## src/hdl/agffa_pkg.sv

```systemverilog
// Shared types and constants of the atlas grid first-fit allocator.
package agffa_pkg;

  // Grid capacity of the occupancy bitmap
  localparam int MAX_COLUMNS = 64;
  localparam int MAX_ROWS    = 64;
  localparam int COL_IDX_W   = $clog2(MAX_COLUMNS);
  localparam int COL_CNT_W   = $clog2(MAX_COLUMNS + 1);
  localparam int ROW_IDX_W   = $clog2(MAX_ROWS);
  localparam int ROW_CNT_W   = $clog2(MAX_ROWS + 1);

  // Field widths
  localparam int IMG_W  = 13;
  localparam int CP_W   = 9;
  localparam int GRID_W = 7;
  localparam int CELL_W = 6;
  localparam int PIX_W  = 14;
  localparam logic [PIX_W-1:0] PIX_MAX = {PIX_W{1'b1}};

  // Cell index times cell size, before saturation
  localparam int PROD_W = CELL_W + CP_W;

  // Shared restoring divider: dividend is size + cell - 1
  localparam int DVD_W     = IMG_W + 1;
  localparam int DIV_STEPS = DVD_W;
  localparam int DIV_CNT_W = $clog2(DIV_STEPS);

  // Configuration channel
  localparam int CFG_IDX_W  = 2;
  localparam int CFG_DATA_W = CP_W;

  // Command queue
  localparam int CMD_DEPTH = 2;
  localparam int CMD_PTR_W = $clog2(CMD_DEPTH);
  localparam int CMD_CNT_W = $clog2(CMD_DEPTH + 1);

  typedef enum logic [CFG_IDX_W-1:0] {
    REG_CELL_PIXELS  = 2'd0,
    REG_GRID_COLUMNS = 2'd1,
    REG_GRID_ROWS    = 2'd2
  } cfg_reg_e;

  typedef enum logic [1:0] {
    CMD_FAIL = 2'd0,
    CMD_ZERO = 2'd1,
    CMD_SCAN = 2'd2
  } cmd_kind_e;

  typedef struct packed {
    logic [CP_W-1:0]   cell_pixels;
    logic [GRID_W-1:0] grid_columns;
    logic [GRID_W-1:0] grid_rows;
  } cfg_t;

  typedef struct packed {
    cmd_kind_e             kind;
    logic [COL_CNT_W-1:0]  req_w;
    logic [ROW_CNT_W-1:0]  req_h;
    logic [COL_CNT_W-1:0]  cols;
    logic [ROW_CNT_W-1:0]  rows;
    logic [CP_W-1:0]       cell_pixels;
  } cmd_t;

  typedef struct packed {
    logic full;
    logic empty;
  } fifo_status_t;

endpackage

```

## src/hdl/agffa_ifs.sv

```systemverilog
// Handshake interfaces: request, response and configuration write channels.
interface agffa_req_if;
  logic                       valid;
  logic                       ready;
  logic [agffa_pkg::IMG_W-1:0] image_width;
  logic [agffa_pkg::IMG_W-1:0] image_height;

  modport source (output valid, output image_width, output image_height, input ready);
  modport sink   (input valid, input image_width, input image_height, output ready);
endinterface

interface agffa_rsp_if;
  logic                        valid;
  logic                        ready;
  logic                        placed;
  logic [agffa_pkg::CELL_W-1:0] cell_col;
  logic [agffa_pkg::CELL_W-1:0] cell_row;
  logic [agffa_pkg::PIX_W-1:0]  pixel_x;
  logic [agffa_pkg::PIX_W-1:0]  pixel_y;

  modport source (output valid, output placed, output cell_col, output cell_row,
                  output pixel_x, output pixel_y, input ready);
  modport sink   (input valid, input placed, input cell_col, input cell_row,
                  input pixel_x, input pixel_y, output ready);
endinterface

interface agffa_cfg_if;
  logic                            valid;
  logic                            ready;
  logic [agffa_pkg::CFG_IDX_W-1:0]  index;
  logic [agffa_pkg::CFG_DATA_W-1:0] data;

  modport source (output valid, output index, output data, input ready);
  modport sink   (input valid, input index, input data, output ready);
endinterface

```

## src/hdl/agffa_front.sv

```systemverilog
// Front end: accepts requests, rounds sizes to cells, classifies into commands.
module agffa_front (
  input  logic                     clk_i,
  input  logic                     rst_ni,
  agffa_req_if.sink                req_i,
  input  agffa_pkg::cfg_t          cfg_i,
  output logic                     push_o,
  output agffa_pkg::cmd_t          cmd_o,
  input  agffa_pkg::fifo_status_t  fifo_i
);

  typedef enum logic [2:0] {
    F_IDLE = 3'b001,
    F_DIV  = 3'b010,
    F_PUSH = 3'b100
  } front_state_e;

  front_state_e state_q, state_d;

  logic [agffa_pkg::DVD_W-1:0]     qr_q, qr_d;
  logic [agffa_pkg::CP_W-1:0]      rem_q, rem_d;
  logic [agffa_pkg::DIV_CNT_W-1:0] cnt_q, cnt_d;
  logic                            second_q, second_d;
  logic [agffa_pkg::DVD_W-1:0]     reqw_q, reqw_d;
  logic [agffa_pkg::IMG_W-1:0]     h_px_q, h_px_d;
  agffa_pkg::cmd_t                 cmd_q, cmd_d;

  logic [agffa_pkg::CP_W:0]        rem_sh;
  logic                            ge;
  logic [agffa_pkg::CP_W:0]        rem_sub;
  logic [agffa_pkg::COL_CNT_W-1:0] cols_c;
  logic [agffa_pkg::ROW_CNT_W-1:0] rows_c;
  logic [agffa_pkg::DVD_W-1:0]     reqh;

  // Clamp the grid registers to the bitmap size
  always_comb begin
    if (cfg_i.grid_columns > agffa_pkg::GRID_W'(agffa_pkg::MAX_COLUMNS)) begin
      cols_c = agffa_pkg::COL_CNT_W'(agffa_pkg::MAX_COLUMNS);
    end else begin
      cols_c = agffa_pkg::COL_CNT_W'(cfg_i.grid_columns);
    end
    if (cfg_i.grid_rows > agffa_pkg::GRID_W'(agffa_pkg::MAX_ROWS)) begin
      rows_c = agffa_pkg::ROW_CNT_W'(agffa_pkg::MAX_ROWS);
    end else begin
      rows_c = agffa_pkg::ROW_CNT_W'(cfg_i.grid_rows);
    end
  end

  // One restoring division step per cycle
  assign rem_sh  = {rem_q, qr_q[agffa_pkg::DVD_W-1]};
  assign ge      = (rem_sh >= {1'b0, cfg_i.cell_pixels});
  assign rem_sub = rem_sh - {1'b0, cfg_i.cell_pixels};
  assign reqh    = {qr_q[agffa_pkg::DVD_W-2:0], ge};

  always_comb begin
    state_d  = state_q;
    qr_d     = qr_q;
    rem_d    = rem_q;
    cnt_d    = cnt_q;
    second_d = second_q;
    reqw_d   = reqw_q;
    h_px_d   = h_px_q;
    cmd_d    = cmd_q;

    case (state_q)
      F_IDLE: begin
        if (req_i.valid) begin
          cmd_d.cell_pixels = cfg_i.cell_pixels;
          cmd_d.cols        = cols_c;
          cmd_d.rows        = rows_c;
          cmd_d.req_w       = '0;
          cmd_d.req_h       = '0;
          h_px_d            = req_i.image_height;
          if (cfg_i.cell_pixels == '0) begin
            cmd_d.kind = agffa_pkg::CMD_FAIL;
            state_d    = F_PUSH;
          end else begin
            qr_d     = agffa_pkg::DVD_W'(req_i.image_width)
                     + agffa_pkg::DVD_W'(cfg_i.cell_pixels) - agffa_pkg::DVD_W'(1);
            rem_d    = '0;
            cnt_d    = '0;
            second_d = 1'b0;
            state_d  = F_DIV;
          end
        end
      end
      F_DIV: begin
        rem_d = ge ? rem_sub[agffa_pkg::CP_W-1:0] : rem_sh[agffa_pkg::CP_W-1:0];
        qr_d  = reqh;
        cnt_d = cnt_q + agffa_pkg::DIV_CNT_W'(1);
        if (cnt_q == agffa_pkg::DIV_CNT_W'(agffa_pkg::DIV_STEPS - 1)) begin
          if (!second_q) begin
            // width done, start on the height
            reqw_d   = reqh;
            second_d = 1'b1;
            qr_d     = agffa_pkg::DVD_W'(h_px_q)
                     + agffa_pkg::DVD_W'(cfg_i.cell_pixels) - agffa_pkg::DVD_W'(1);
            rem_d    = '0;
            cnt_d    = '0;
          end else begin
            if (reqw_q > agffa_pkg::DVD_W'(cmd_q.cols) ||
                reqh > agffa_pkg::DVD_W'(cmd_q.rows)) begin
              cmd_d.kind = agffa_pkg::CMD_FAIL;
            end else if (reqw_q == '0 || reqh == '0) begin
              cmd_d.kind = agffa_pkg::CMD_ZERO;
            end else begin
              cmd_d.kind = agffa_pkg::CMD_SCAN;
            end
            cmd_d.req_w = reqw_q[agffa_pkg::COL_CNT_W-1:0];
            cmd_d.req_h = reqh[agffa_pkg::ROW_CNT_W-1:0];
            state_d     = F_PUSH;
          end
        end
      end
      F_PUSH: begin
        if (!fifo_i.full) begin
          state_d = F_IDLE;
        end
      end
      default: begin
        state_d = F_IDLE;
      end
    endcase
  end

  always_ff @(posedge clk_i or negedge rst_ni) begin
    if (!rst_ni) begin
      state_q  <= F_IDLE;
      cnt_q    <= '0;
      second_q <= 1'b0;
    end else begin
      state_q  <= state_d;
      cnt_q    <= cnt_d;
      second_q <= second_d;
    end
  end

  always_ff @(posedge clk_i) begin
    qr_q   <= qr_d;
    rem_q  <= rem_d;
    reqw_q <= reqw_d;
    h_px_q <= h_px_d;
    cmd_q  <= cmd_d;
  end

  assign req_i.ready = (state_q == F_IDLE);
  assign push_o      = (state_q == F_PUSH) && !fifo_i.full;
  assign cmd_o       = cmd_q;

endmodule

```

## src/hdl/agffa_cmd_fifo.sv

```systemverilog
// Short command queue between the front end and the scan engine.
module agffa_cmd_fifo (
  input  logic                     clk_i,
  input  logic                     rst_ni,
  input  logic                     push_i,
  input  agffa_pkg::cmd_t          data_i,
  input  logic                     pop_i,
  output agffa_pkg::cmd_t          data_o,
  output agffa_pkg::fifo_status_t  status_o
);

  agffa_pkg::cmd_t                 entry_q [agffa_pkg::CMD_DEPTH];
  logic [agffa_pkg::CMD_PTR_W-1:0] wr_ptr_q, rd_ptr_q;
  logic [agffa_pkg::CMD_CNT_W-1:0] count_q;

  always_ff @(posedge clk_i or negedge rst_ni) begin
    if (!rst_ni) begin
      wr_ptr_q <= '0;
      rd_ptr_q <= '0;
      count_q  <= '0;
    end else begin
      if (push_i) begin
        wr_ptr_q <= (wr_ptr_q == agffa_pkg::CMD_PTR_W'(agffa_pkg::CMD_DEPTH - 1)) ?
                    '0 : wr_ptr_q + agffa_pkg::CMD_PTR_W'(1);
      end
      if (pop_i) begin
        rd_ptr_q <= (rd_ptr_q == agffa_pkg::CMD_PTR_W'(agffa_pkg::CMD_DEPTH - 1)) ?
                    '0 : rd_ptr_q + agffa_pkg::CMD_PTR_W'(1);
      end
      if (push_i && !pop_i) begin
        count_q <= count_q + agffa_pkg::CMD_CNT_W'(1);
      end else if (pop_i && !push_i) begin
        count_q <= count_q - agffa_pkg::CMD_CNT_W'(1);
      end
    end
  end

  always_ff @(posedge clk_i) begin
    if (push_i) begin
      entry_q[wr_ptr_q] <= data_i;
    end
  end

  assign data_o         = entry_q[rd_ptr_q];
  assign status_o.full  = (count_q == agffa_pkg::CMD_CNT_W'(agffa_pkg::CMD_DEPTH));
  assign status_o.empty = (count_q == '0);

endmodule

```

## src/hdl/agffa_back.sv

```systemverilog
// Scan engine: occupancy bitmap, first-fit search, region marking, result register.
module agffa_back (
  input  logic                     clk_i,
  input  logic                     rst_ni,
  input  agffa_pkg::cmd_t          cmd_i,
  input  agffa_pkg::fifo_status_t  fifo_i,
  output logic                     pop_o,
  agffa_rsp_if.source              rsp_o
);

  typedef enum logic [3:0] {
    B_IDLE = 4'b0001,
    B_ACC  = 4'b0010,
    B_SCAN = 4'b0100,
    B_MARK = 4'b1000
  } back_state_e;

  back_state_e state_q, state_d;

  // Bitmap: one word per cell row, plus a valid bit per row cleared at reset
  logic [agffa_pkg::MAX_COLUMNS-1:0] occ_mem [agffa_pkg::MAX_ROWS];
  logic [agffa_pkg::MAX_ROWS-1:0]    row_valid_q;
  logic [agffa_pkg::MAX_COLUMNS-1:0] rd_data_q;
  logic                              rd_valid_q;
  logic [agffa_pkg::MAX_COLUMNS-1:0] rd_eff;

  logic                              rd_en, wr_en;
  logic [agffa_pkg::ROW_IDX_W-1:0]   rd_addr, wr_addr;
  logic [agffa_pkg::MAX_COLUMNS-1:0] wr_data;

  agffa_pkg::cmd_t                   cmd_q, cmd_d;
  logic [agffa_pkg::ROW_IDX_W-1:0]   r_q, r_d;
  logic [agffa_pkg::ROW_CNT_W-1:0]   k_q, k_d;
  logic                              pend_q, pend_d;
  logic [agffa_pkg::MAX_COLUMNS-1:0] or_q, or_d;
  logic [agffa_pkg::COL_CNT_W-1:0]   pos_q, pos_d;
  logic [agffa_pkg::COL_CNT_W-1:0]   run_q, run_d;
  logic [agffa_pkg::COL_IDX_W-1:0]   col_q, col_d;
  logic [agffa_pkg::MAX_COLUMNS-1:0] lmask_q, lmask_d;
  logic [agffa_pkg::MAX_COLUMNS-1:0] mask_q, mask_d;
  logic [agffa_pkg::ROW_IDX_W-1:0]   wa_q, wa_d;

  logic                              rsp_valid_q, rsp_valid_d;
  logic                              res_placed_q, res_placed_d;
  logic [agffa_pkg::CELL_W-1:0]      res_col_q, res_col_d;
  logic [agffa_pkg::CELL_W-1:0]      res_row_q, res_row_d;
  logic [agffa_pkg::PIX_W-1:0]       res_px_q, res_px_d;
  logic [agffa_pkg::PIX_W-1:0]       res_py_q, res_py_d;

  logic                              issue;
  logic [agffa_pkg::COL_CNT_W-1:0]   run_n;
  logic [agffa_pkg::COL_IDX_W-1:0]   col_new;
  logic [agffa_pkg::ROW_CNT_W:0]     next_end;
  logic                              finish, fin_placed;
  logic [agffa_pkg::COL_IDX_W-1:0]   fin_col;
  logic [agffa_pkg::ROW_IDX_W-1:0]   fin_row;
  logic [agffa_pkg::PROD_W-1:0]      prod_x, prod_y;

  assign rd_eff  = rd_valid_q ? rd_data_q : '0;
  assign issue   = (k_q < cmd_q.req_h);
  assign rd_addr = r_q + k_q[agffa_pkg::ROW_IDX_W-1:0];
  assign wr_addr = wa_q;
  assign wr_data = rd_eff | mask_q;

  assign run_n    = or_q[pos_q[agffa_pkg::COL_IDX_W-1:0]] ? '0
                  : run_q + agffa_pkg::COL_CNT_W'(1);
  assign col_new  = agffa_pkg::COL_IDX_W'(pos_q + agffa_pkg::COL_CNT_W'(1) - cmd_q.req_w);
  assign next_end = (agffa_pkg::ROW_CNT_W+1)'(r_q) + (agffa_pkg::ROW_CNT_W+1)'(1)
                  + (agffa_pkg::ROW_CNT_W+1)'(cmd_q.req_h);

  // Pixel origin, saturated
  assign prod_x = agffa_pkg::PROD_W'(fin_col) * agffa_pkg::PROD_W'(cmd_q.cell_pixels);
  assign prod_y = agffa_pkg::PROD_W'(fin_row) * agffa_pkg::PROD_W'(cmd_q.cell_pixels);

  always_comb begin
    state_d    = state_q;
    cmd_d      = cmd_q;
    r_d        = r_q;
    k_d        = k_q;
    pend_d     = 1'b0;
    or_d       = or_q;
    pos_d      = pos_q;
    run_d      = run_q;
    col_d      = col_q;
    lmask_d    = lmask_q;
    mask_d     = mask_q;
    wa_d       = wa_q;
    pop_o      = 1'b0;
    rd_en      = 1'b0;
    wr_en      = 1'b0;
    finish     = 1'b0;
    fin_placed = 1'b0;
    fin_col    = col_q;
    fin_row    = r_q;

    case (state_q)
      B_IDLE: begin
        if (!fifo_i.empty && !rsp_valid_q) begin
          pop_o   = 1'b1;
          cmd_d   = cmd_i;
          r_d     = '0;
          k_d     = '0;
          or_d    = '0;
          lmask_d = {agffa_pkg::MAX_COLUMNS{1'b1}} >>
                    (agffa_pkg::COL_CNT_W'(agffa_pkg::MAX_COLUMNS) - cmd_i.req_w);
          case (cmd_i.kind)
            agffa_pkg::CMD_SCAN: begin
              state_d = B_ACC;
            end
            agffa_pkg::CMD_ZERO: begin
              finish     = 1'b1;
              fin_placed = 1'b1;
              fin_col    = '0;
              fin_row    = '0;
            end
            default: begin
              finish = 1'b1;
            end
          endcase
        end
      end
      B_ACC: begin
        // OR together the rows under the candidate region
        if (issue) begin
          rd_en  = 1'b1;
          k_d    = k_q + agffa_pkg::ROW_CNT_W'(1);
          pend_d = 1'b1;
        end
        if (pend_q) begin
          or_d = or_q | rd_eff;
        end
        if (!issue && !pend_q) begin
          pos_d   = '0;
          run_d   = '0;
          state_d = B_SCAN;
        end
      end
      B_SCAN: begin
        // one column per cycle, tracking the free run
        run_d = run_n;
        pos_d = pos_q + agffa_pkg::COL_CNT_W'(1);
        if (run_n == cmd_q.req_w) begin
          col_d   = col_new;
          mask_d  = lmask_q << col_new;
          k_d     = '0;
          state_d = B_MARK;
        end else if (pos_q + agffa_pkg::COL_CNT_W'(1) == cmd_q.cols) begin
          if (next_end > (agffa_pkg::ROW_CNT_W+1)'(cmd_q.rows)) begin
            finish  = 1'b1;
            state_d = B_IDLE;
          end else begin
            r_d     = r_q + agffa_pkg::ROW_IDX_W'(1);
            k_d     = '0;
            or_d    = '0;
            state_d = B_ACC;
          end
        end
      end
      B_MARK: begin
        // read-modify-write, read of next row overlaps write of previous
        if (issue) begin
          rd_en  = 1'b1;
          k_d    = k_q + agffa_pkg::ROW_CNT_W'(1);
          pend_d = 1'b1;
          wa_d   = rd_addr;
        end
        if (pend_q) begin
          wr_en = 1'b1;
        end
        if (!issue && !pend_q) begin
          finish     = 1'b1;
          fin_placed = 1'b1;
          state_d    = B_IDLE;
        end
      end
      default: begin
        state_d = B_IDLE;
      end
    endcase
  end

  // Result register
  always_comb begin
    rsp_valid_d  = rsp_valid_q && !rsp_o.ready;
    res_placed_d = res_placed_q;
    res_col_d    = res_col_q;
    res_row_d    = res_row_q;
    res_px_d     = res_px_q;
    res_py_d     = res_py_q;
    if (finish) begin
      rsp_valid_d  = 1'b1;
      res_placed_d = fin_placed;
      if (fin_placed) begin
        res_col_d = agffa_pkg::CELL_W'(fin_col);
        res_row_d = agffa_pkg::CELL_W'(fin_row);
        res_px_d  = (prod_x > agffa_pkg::PROD_W'(agffa_pkg::PIX_MAX)) ? agffa_pkg::PIX_MAX
                  : prod_x[agffa_pkg::PIX_W-1:0];
        res_py_d  = (prod_y > agffa_pkg::PROD_W'(agffa_pkg::PIX_MAX)) ? agffa_pkg::PIX_MAX
                  : prod_y[agffa_pkg::PIX_W-1:0];
      end else begin
        res_col_d = '0;
        res_row_d = '0;
        res_px_d  = '0;
        res_py_d  = '0;
      end
    end
  end

  always_ff @(posedge clk_i) begin
    if (wr_en) begin
      occ_mem[wr_addr] <= wr_data;
    end
    if (rd_en) begin
      rd_data_q <= occ_mem[rd_addr];
    end
  end

  always_ff @(posedge clk_i or negedge rst_ni) begin
    if (!rst_ni) begin
      state_q     <= B_IDLE;
      row_valid_q <= '0;
      rd_valid_q  <= 1'b0;
      pend_q      <= 1'b0;
      k_q         <= '0;
      rsp_valid_q <= 1'b0;
    end else begin
      state_q <= state_d;
      pend_q  <= pend_d;
      k_q     <= k_d;
      rsp_valid_q <= rsp_valid_d;
      if (wr_en) begin
        row_valid_q[wr_addr] <= 1'b1;
      end
      if (rd_en) begin
        rd_valid_q <= row_valid_q[rd_addr];
      end
    end
  end

  always_ff @(posedge clk_i) begin
    cmd_q        <= cmd_d;
    r_q          <= r_d;
    or_q         <= or_d;
    pos_q        <= pos_d;
    run_q        <= run_d;
    col_q        <= col_d;
    lmask_q      <= lmask_d;
    mask_q       <= mask_d;
    wa_q         <= wa_d;
    res_placed_q <= res_placed_d;
    res_col_q    <= res_col_d;
    res_row_q    <= res_row_d;
    res_px_q     <= res_px_d;
    res_py_q     <= res_py_d;
  end

  assign rsp_o.valid    = rsp_valid_q;
  assign rsp_o.placed   = res_placed_q;
  assign rsp_o.cell_col = res_col_q;
  assign rsp_o.cell_row = res_row_q;
  assign rsp_o.pixel_x  = res_px_q;
  assign rsp_o.pixel_y  = res_py_q;

endmodule

```

## src/hdl/atlas_grid_first_fit_allocator_core.sv

```systemverilog
// Top level of the atlas grid first-fit allocator.
//
// Usage:
//   req_i carries one word per image: width and height in pixels. rsp_o
//   returns one word per request: placed flag, top-left cell and pixel origin
//   (all zero when not placed). cfg_i writes cell_pixels (index 0),
//   grid_columns (1) and grid_rows (2); it is always ready and must only be
//   used while no request is in flight.
// Operation:
//   Front end: accepts a request, divides width then height (14 divider
//   steps each) and pushes the command, waiting while the queue is full.
//   Scan engine, per candidate row: ORs the rows under it (one bitmap read
//   per cycle), then walks the columns. Marking reads and rewrites each row
//   of the region; failed/zero requests go straight to the result register.
//   One request scans at a time; two more wait in the queue, one in the front.
// Reset:
//   Bitmap reads as all free through per-row valid bits, so there is no
//   clearing pass; config registers return to 16 / 64 / 64.
// Stall:
//   A result holds in the output register until taken; the front end keeps
//   accepting and queuing requests meanwhile, until the queue is full.
module atlas_grid_first_fit_allocator_core (
  input  logic         clk_i,
  input  logic         rst_ni,
  agffa_req_if.sink    req_i,
  agffa_rsp_if.source  rsp_o,
  agffa_cfg_if.sink    cfg_i
);

  agffa_pkg::cfg_t          cfg_q;
  agffa_pkg::cmd_t          push_cmd, pop_cmd;
  agffa_pkg::fifo_status_t  fifo_status;
  logic                     push, pop;

  // Config registers; writes past the list are dropped
  assign cfg_i.ready = 1'b1;

  always_ff @(posedge clk_i or negedge rst_ni) begin
    if (!rst_ni) begin
      cfg_q.cell_pixels  <= agffa_pkg::CP_W'(16);
      cfg_q.grid_columns <= agffa_pkg::GRID_W'(64);
      cfg_q.grid_rows    <= agffa_pkg::GRID_W'(64);
    end else if (cfg_i.valid) begin
      case (cfg_i.index)
        agffa_pkg::REG_CELL_PIXELS: begin
          cfg_q.cell_pixels <= cfg_i.data[agffa_pkg::CP_W-1:0];
        end
        agffa_pkg::REG_GRID_COLUMNS: begin
          cfg_q.grid_columns <= cfg_i.data[agffa_pkg::GRID_W-1:0];
        end
        agffa_pkg::REG_GRID_ROWS: begin
          cfg_q.grid_rows <= cfg_i.data[agffa_pkg::GRID_W-1:0];
        end
        default: begin
        end
      endcase
    end
  end

  agffa_front u_front (
    .clk_i  (clk_i),
    .rst_ni (rst_ni),
    .req_i  (req_i),
    .cfg_i  (cfg_q),
    .push_o (push),
    .cmd_o  (push_cmd),
    .fifo_i (fifo_status)
  );

  agffa_cmd_fifo u_cmd_fifo (
    .clk_i    (clk_i),
    .rst_ni   (rst_ni),
    .push_i   (push),
    .data_i   (push_cmd),
    .pop_i    (pop),
    .data_o   (pop_cmd),
    .status_o (fifo_status)
  );

  agffa_back u_back (
    .clk_i  (clk_i),
    .rst_ni (rst_ni),
    .cmd_i  (pop_cmd),
    .fifo_i (fifo_status),
    .pop_o  (pop),
    .rsp_o  (rsp_o)
  );

endmodule

```

## src/flat_wrapper.sv

```systemverilog
// flat-port wrapper written by rule: the top's interface ports become plain ports
module atlas_grid_first_fit_allocator_core_flat 
  (clk_i, rst_ni, req_i_valid, req_i_image_width, req_i_image_height, req_i_ready, rsp_o_valid, rsp_o_placed, rsp_o_cell_col, rsp_o_cell_row, rsp_o_pixel_x, rsp_o_pixel_y, rsp_o_ready, cfg_i_valid, cfg_i_index, cfg_i_data, cfg_i_ready);
  agffa_req_if req_i_i ();
  agffa_rsp_if rsp_o_i ();
  agffa_cfg_if cfg_i_i ();
  input  logic clk_i;
  input  logic rst_ni;
  input wire logic [$bits(req_i_i.valid)-1:0] req_i_valid;
  input wire logic [$bits(req_i_i.image_width)-1:0] req_i_image_width;
  input wire logic [$bits(req_i_i.image_height)-1:0] req_i_image_height;
  output wire logic [$bits(req_i_i.ready)-1:0] req_i_ready;
  output wire logic [$bits(rsp_o_i.valid)-1:0] rsp_o_valid;
  output wire logic [$bits(rsp_o_i.placed)-1:0] rsp_o_placed;
  output wire logic [$bits(rsp_o_i.cell_col)-1:0] rsp_o_cell_col;
  output wire logic [$bits(rsp_o_i.cell_row)-1:0] rsp_o_cell_row;
  output wire logic [$bits(rsp_o_i.pixel_x)-1:0] rsp_o_pixel_x;
  output wire logic [$bits(rsp_o_i.pixel_y)-1:0] rsp_o_pixel_y;
  input wire logic [$bits(rsp_o_i.ready)-1:0] rsp_o_ready;
  input wire logic [$bits(cfg_i_i.valid)-1:0] cfg_i_valid;
  input wire logic [$bits(cfg_i_i.index)-1:0] cfg_i_index;
  input wire logic [$bits(cfg_i_i.data)-1:0] cfg_i_data;
  output wire logic [$bits(cfg_i_i.ready)-1:0] cfg_i_ready;
  assign req_i_i.valid = req_i_valid;
  assign req_i_i.image_width = req_i_image_width;
  assign req_i_i.image_height = req_i_image_height;
  assign req_i_ready = req_i_i.ready;
  assign rsp_o_valid = rsp_o_i.valid;
  assign rsp_o_placed = rsp_o_i.placed;
  assign rsp_o_cell_col = rsp_o_i.cell_col;
  assign rsp_o_cell_row = rsp_o_i.cell_row;
  assign rsp_o_pixel_x = rsp_o_i.pixel_x;
  assign rsp_o_pixel_y = rsp_o_i.pixel_y;
  assign rsp_o_i.ready = rsp_o_ready;
  assign cfg_i_i.valid = cfg_i_valid;
  assign cfg_i_i.index = cfg_i_index;
  assign cfg_i_i.data = cfg_i_data;
  assign cfg_i_ready = cfg_i_i.ready;
  atlas_grid_first_fit_allocator_core u_core (.clk_i(clk_i), .rst_ni(rst_ni), .req_i(req_i_i), .rsp_o(rsp_o_i), .cfg_i(cfg_i_i));
endmodule
```

## config.mk

```make
export PLATFORM = sky130hd
export DESIGN_NAME = atlas_grid_first_fit_allocator_core_flat
export DESIGN_NICKNAME = d
export VERILOG_FILES = /design/src/hdl/agffa_pkg.sv /design/src/hdl/agffa_ifs.sv /design/src/hdl/agffa_front.sv /design/src/hdl/agffa_cmd_fifo.sv /design/src/hdl/agffa_back.sv /design/src/hdl/atlas_grid_first_fit_allocator_core.sv /design/src/flat_wrapper.sv
export SDC_FILE = /design/constraint.sdc
export NUM_CORES = 2
export LEC_CHECK = 0
export ABC_CLOCK_PERIOD_IN_PS = 33000
export BUFFER_PORTS_ARGS = -buffer_cell sky130_fd_sc_hd__buf_2
export CAP_MARGIN = 5
export CORE_AREA = 2 2 694 696
export DETAILED_ROUTE_END_ITERATION = 16
export DIE_AREA = 0 0 696 698
export PLACE_DENSITY = 0.64
export SKIP_LAST_GASP = 1
export SLEW_MARGIN = 20
export SYNTH_ARGS = -nofsm -noshare
export SYNTH_HDL_FRONTEND = slang
export SYNTH_MEMORY_MAX_BITS = 65536
export SYNTH_SLANG_ARGS = --single-unit
```

## constraint.sdc

```tcl
create_clock -name clk_i -period 33 [get_ports clk_i]
set_input_delay 6.6 -clock clk_i [delete_from_list [all_inputs] [get_ports clk_i]]
set_output_delay 6.6 -clock clk_i [all_outputs]
set_load 0.05 [all_outputs]
```

* Word-level counts from Yosys, hierarchy flattened *
Memories as Yosys holds them, arrays and structs flattened. A register that Yosys moved wholly into a read port is not among the register bits.
Cells that the tools add are included.

word-level totals
  register bits after elaboration = 504
  output and inout bits = 44
  RAM bits = 4174
  memories = 2

memory list
  name                       words  width  read ports  clocked after Yosys merged registers in  wr ports  RTL line              RTL
  u_core.u_back.occ_mem      64     64     1           1                                        1         agffa_back.sv:21      logic [agffa_pkg::MAX_COLUMNS-1:0] occ_mem [agffa_pkg::MAX_ROWS];
  u_core.u_cmd_fifo.entry_q  2      39     1           0                                        1         agffa_cmd_fifo.sv:12  agffa_pkg::cmd_t entry_q [agffa_pkg::CMD_DEPTH];

cells by class
  $lt $le $gt $ge = 13
  multipliers = 2
  equal/unequal tests = 32
  add/subtract/negate cells = 19
  shift operators = 2
  reduce and logical (&&, ||, !) cells = 47
  multiplexer cells = 104
  bitwise operators = 4

operator list
  operator                                                                           number
  64-bit 2-to-1 mux                                                                  6
  64-bit OR                                                                          3
  64-bit one-hot mux with 3 select lines                                             1
  14-bit 2-to-1 mux                                                                  6
  64-bit by 6-bit left shift with 64-bit output                                      1
  64-bit by 7-bit right shift with 64-bit output, first input constant               1
  7-bit 2-to-1 mux                                                                   9
  6-bit 2-to-1 mux                                                                   10
  9-bit 2-to-1 mux                                                                   5
  4-bit 2-to-1 mux                                                                   10
  39-bit 2-to-1 mux                                                                  1
  16-bit 2-to-1 mux                                                                  2
  16-bit one-hot mux with 2 select lines                                             1
  15-bit by 14-bit greater-than comparator with 1-bit output, second input constant  2
  6-bit by 9-bit multiplier with 15-bit output                                       2
  13-bit by 9-bit adder with 14-bit output                                           2
  14-bit by 7-bit greater-than comparator with 1-bit output                          2
  14-bit logical NOT                                                                 2
  14-bit one-hot mux with 2 select lines                                             1
  7-bit one-hot mux with 2 select lines                                              2
  14-bit by 1-bit subtractor with 14-bit output, second input constant               2
  1-bit 2-to-1 mux                                                                   27
  2-bit != test, second input constant                                               12
  7-bit by 1-bit adder with 7-bit output, second input constant                      3
  other kinds (55)                                                                   110

* Longest topological paths before layout *
  depth in word-level cells = 8
  gate-level depth with buffers = 24
  depth with buffers taken out = 22

* Hierarchy *
Synthesis repeated with hierarchy kept, for this count alone.

unflattened totals
  cell total of the unflattened synthesis = 8768
  area, all modules = 190227.4 um^2

modules (own cells, without submodules)
  module                               instances  area an instance (um^2)  cells an instance
  agffa_back                           1          180261.6                 8002
  agffa_front                          1          6057.1                   577
  agffa_cmd_fifo                       1          3012.9                   137
  atlas_grid_first_fit_allocator_core  1          895.9                    52

* Worst setup path after synthesis *
Ideal clock, no wire load.

  kind = flip-flop to flip-flop
  start point = register u_core.u_back.rsp_valid_q, in the netlist u_core.u_back.rsp_o.valid
  end point = register u_core.u_back.res_px_q, in the netlist u_core.u_back.rsp_o.pixel_x[10] (data pin)
  stages on the path, launching flop included = 22
  arrival = 10.587 ns
  library setup time = 0.130 ns
  data required time = 32.870 ns
  path slack = 22.283 ns
  period minus slack after synthesis = 10.717 ns
  path through = dfrtp_1 or2_2 nor2_1 nand2_1 clkbuf_1 clkbuf_1 and3_1 fa_1 inv_1 fa_1 fa_1 inv_1 ha_1 a21oi_1 o21bai_1 a21o_1 a21oi_1 o21ai_0 or4b_2 nand3_1 buf_2 o21a_1

between the ends
  cells in the longest elaborated chain, start to end = 7
  elaborated cells on any way between the ends = 9
  classes of those cells = mul: 1; order compare: 1; mux: 5; reduce/logical: 2

RTL lines
  item                                                        RTL line           RTL
  start, declared                                             agffa_back.sv:43   logic rsp_valid_q, rsp_valid_d;
  start signal, assigned                                      agffa_back.sv:230  rsp_valid_q <= rsp_valid_d;
  1-bit logical NOT (*)                                       agffa_back.sv:98   if (!fifo_i.empty && !rsp_valid_q) begin
  1-bit logical AND (*)                                       agffa_back.sv:98
  6-bit 2-to-1 mux                                            agffa_back.sv:98
  6-bit 2-to-1 mux                                            agffa_back.sv:96   case (state_q)
  6-bit by 9-bit multiplier with 15-bit output                agffa_back.sv:72   assign prod_x = agffa_pkg::PROD_W'(fin_col) * agffa_pkg::PROD_W'(cmd_q.cell_pixels);
  15-bit by 14-bit greater-than comparator with 1-bit output  agffa_back.sv:196  res_px_d = (prod_x > agffa_pkg::PROD_W'(agffa_pkg::PIX_MAX)) ? agffa_pkg::PIX_MAX
  14-bit 2-to-1 mux                                           agffa_back.sv:196
  end signal, assigned                                        agffa_back.sv:253  res_px_q <= res_px_d;
  end, declared                                               agffa_back.sv:47   logic [agffa_pkg::PIX_W-1:0] res_px_q, res_px_d;

Mark *: on every way between the ends. The rest lies on a longest branch, timed or not.
A chain may end at the register's enable or synchronous reset.

* Worst setup path after layout *
  start point = register u_core.u_front.state_q[0]
  end point = output port req_i_ready

between the ends
  cells in the longest elaborated chain, start to end = 1

RTL lines
  item                                            RTL line            RTL
  start, declared                                 agffa_front.sv:18   front_state_e state_q, state_d;
  start signal, assigned                          agffa_front.sv:132  state_q <= state_d;
  3-bit by 1-bit equality test with 1-bit output  agffa_front.sv:146  assign req_i.ready = (state_q == F_IDLE);
  end, declared                                   flat_wrapper.sv:12  output wire logic [$bits(req_i_i.ready)-1:0] req_i_ready;

Every way passes these cells.

==> impl_metrics.tcl <==
set metrics [dict create \
    status "completed" \
    cts_tree "built" \
    synth_area_um2 191000 \
    worst_pin_slew_ps 1230 \
    worst-r2r-cell-count 11 \
    cts.sinks 4742 \
    cap_violations 0 \
    netlist_top_cells_area "edfxtp_1 (73%), mux4_2 (16%), dfrtp_1 (1.4%), ha_1 (0.99%), nand2_1 (0.86%)" \
    ctsResizeCount 0 \
    fin_nets 9773 \
    ys_types 68 \
    grt-ovfl-total 0 \
    syn-instance-count 9150 \
    yosys_warnings 0 \
    holdPathStages 0 \
    first_global_vias 97600 \
    swShare_pct 32.7 \
    cp-startpoint "u_core.u_front.state_q[0]" \
    dieHeight_um 698 \
    required_ps 26400 \
    p_leak_nw 69.7 \
    ys_top_cells_by_count "edfxtp_1 (4629), mux4_2 (1348), nand2_1 (435)" \
    fin_skew_ps 89.7 \
    seqPwrFrac_pct 37.0 \
    synth.avg_cell_area_um2 20.8 \
    synth-async-reset-ratio_pct 2.38 \
    grt-busiest-layer "met2" \
    grt.met3_usage_pct 3.78 \
    hold_viol 0 \
    cts_buffer_depth 4 \
    intPower_mw 13.4 \
    portBuffers 84 \
    pwr_density_cell_nw_per_um2 92.5 \
    drive_gt1_share_pct 26.7 \
    area_growth_pct 13.0 \
    dieArea_um2 486000 \
    peakVddDrop_mv 0.107 \
    core_um2 478000 \
    num_io_pins 86 \
    finalCritPeriodShare_pct 26.5 \
    setup_violations 0 \
    grt.total_usage_pct 21.6 \
    cp-end-kind "primary output" \
    synth_flop_cell "edfxtp_1" \
    synth_seq_cells 4742 \
    grtUsageMet1_pct 29.4 \
    startpoint_type "register" \
    yosysMostFrequentCell "edfxtp_1" \
    period_needed_ps 8750 \
    relSlewSlack_pct 17.7 \
    power.total_mw 19.9 \
    arrival_ps 2150 \
    dp_cells 15500 \
    max_freq_mhz 114 \
    vias 97700 \
    gp_congestion 0.881 \
    floorplan.initialDensity_pct 39.9 \
    cts-root-buf "clkbuf_16" \
    rr_endpoint "u_core.u_back.rd_data_q[46]" \
    hold_end "u_core.u_cmd_fifo.entry_q[1][27]" \
    grt_start_max_net_pins 147 \
    fin_cells 16300 \
    rsz0062_at_grt "no" \
    setup.worst_path.class "reg -> out" \
    cts_setup_buffers 0 \
    die_x_um 696 \
    antenna_left 0 \
    synth_nets 9407 \
    synth-edff-count 4629 \
    switchingPower_mw 6.52 \
    worstHoldStart "u_core.u_front.cmd_o[27]" \
    path_clk_slew_ps 60 \
    slew_violations 0 \
    via_per_inst 5.99 \
    rrSetupSlack_ps 25980 \
    postCtsHoldBufs 0 \
    routed_wl_um 535000 \
    clock_latency_ps 1040 \
    worstPathMaxFanout 3 \
    dp_hpwl_um 293000 \
    pwr-share-comb_pct 36.4 \
    yosysTopAreaCell "edfxtp_1" \
    num_rows 254 \
    drt_iter0_drc 14200 \
    antenna_found_initial 14 \
    hp-class "reg -> reg" \
    drc 0 \
    detail_route.first_pass.iterations 6 \
    seq_area_frac_synth_pct 74.4 \
    clockPowerShare_pct 26.5 \
    numCtsBuffers 455 \
    gr-usage-met2_pct 35.4 \
    wl_per_cell_um 32.8 \
    tns_ps 0 \
    yosys.area.top_type_share_pct 73.0 \
    r2r_start "u_core.u_back.r_q[0]" \
    h-tree-depth 5 \
    grt_pass1_wl_um 749000 \
]
==> registers in the layout, summed over array words and instances (netlist names), 9 cells and up <==
name and flops:
u_core.u_back.rsp_o.pixel_y 14, u_core.u_front.qr_q 14, u_core.cfg_q 23, u_core.u_back.occ_mem 4096, u_core.u_back.mask_q 64, u_core.u_back.lmask_q 64
u_core.u_front.rem_q 9, u_core.u_front.reqw_q 14, u_core.u_front.h_px_q 13, u_core.u_back.row_valid_q 64, u_core.u_cmd_fifo.entry_q 78, u_core.u_back.cmd_q 37
u_core.u_back.rd_data_q 64, u_core.u_front.cmd_o 39, u_core.u_back.or_q 64, u_core.u_back.rsp_o.pixel_x 14
==> power by group through the flow <==
stage	registers, mW	logic [mW]	clock network, mW
after floorplan	7.44	5.23	0
after global placement	7.47	7.23	0
after detailed placement	7.49	7.30	0
after CTS	7.36	7.33	5.35
after global routing	7.38	7.77	5.57
final	7.37	7.25	5.28
==> worst max-delay path, stage by stage, from the launching register on <==
cell	delay [ps]
dfstp_2	540
nand2b_1	90
nor2_1	190
buf_2	310
==> cell type report <==
class                           count  area [um2]
Tap cell                         6400        8010
Sequential cell                  4742      142000
Clock inverter                    300        3160
Clock buffer                      545       11900
Timing Repair Buffer              389        2890
Fill cell                       39600      262000
Antenna cell                        9        22.5
Multi-Input combinational cell   3677       46500
Inverter                          251         953
==> worst max-delay path by stage <==
stage | to | cells past startpoint
detailed placement | u_core.u_front.qr_q[13] | 16
finish | req_i_ready | 3
CTS | req_i_ready | 3
global placement | u_core.u_front.qr_q[13] | 16
global route | u_core.u_front.qr_q[13] | 16
floorplan | u_core.u_back.rsp_o.pixel_x[10] | 21
==> cells by family after synthesis <==
kind of cell,count (synthesis),share of synthesized area [%]
DFF,4742,74.4
muxes,1522,16.9
and+or+nand+nor,1225,3.04
buffers and inverters,731,1.50
AOI/OAI and AO/OA,623,2.04
adders and majority gates,215,1.66
xor gates and xnor gates,91,0.418
other,1,0.00197
==> cells in the final DEF (no fill, tap or decap), drive strengths merged, types with 37 or more instances in the layout <==
cell and count:
nor2 305, clkinv 216, and3 152, mux2i 119, buf 389, mux2 55
clkbuf 545, o21ai 88, or2 74, dfrtp 108, nand2 435, a21o 86
inv 266, xnor2 54, fa 64, and2 54, nor2b 40, a21oi 219
a31oi 78, xor2 37, edfxtp 4629, mux4 1348, nand3 43, a211oi 37
bufinv 54, ha 151
==> metrics by stage <==
stage	setup WS [ps]	instance area, um2	util [%]	hold slack [ps]
6_report	24250	215000	45.1	452
5_1_grt	24060	215000	45.1	455
4_1_cts	24160	215000	45.0	447
3_5_place_dp	23290	200000	41.9	434
3_3_place_gp	23020	200000	41.9	433
2_1_floorplan	22280	191000	-	421
==> layer usage <==
layer | vias to the layer above | part of all wire [%]
met1 | 52600 | 37
met3 | 919 | 10
li1 | 38300 | -
met5 | - | 0.0065
met2 | 5837 | 49
met4 | 6 | 3.6
No activity file was read; power rests on OpenSTA's default activity.
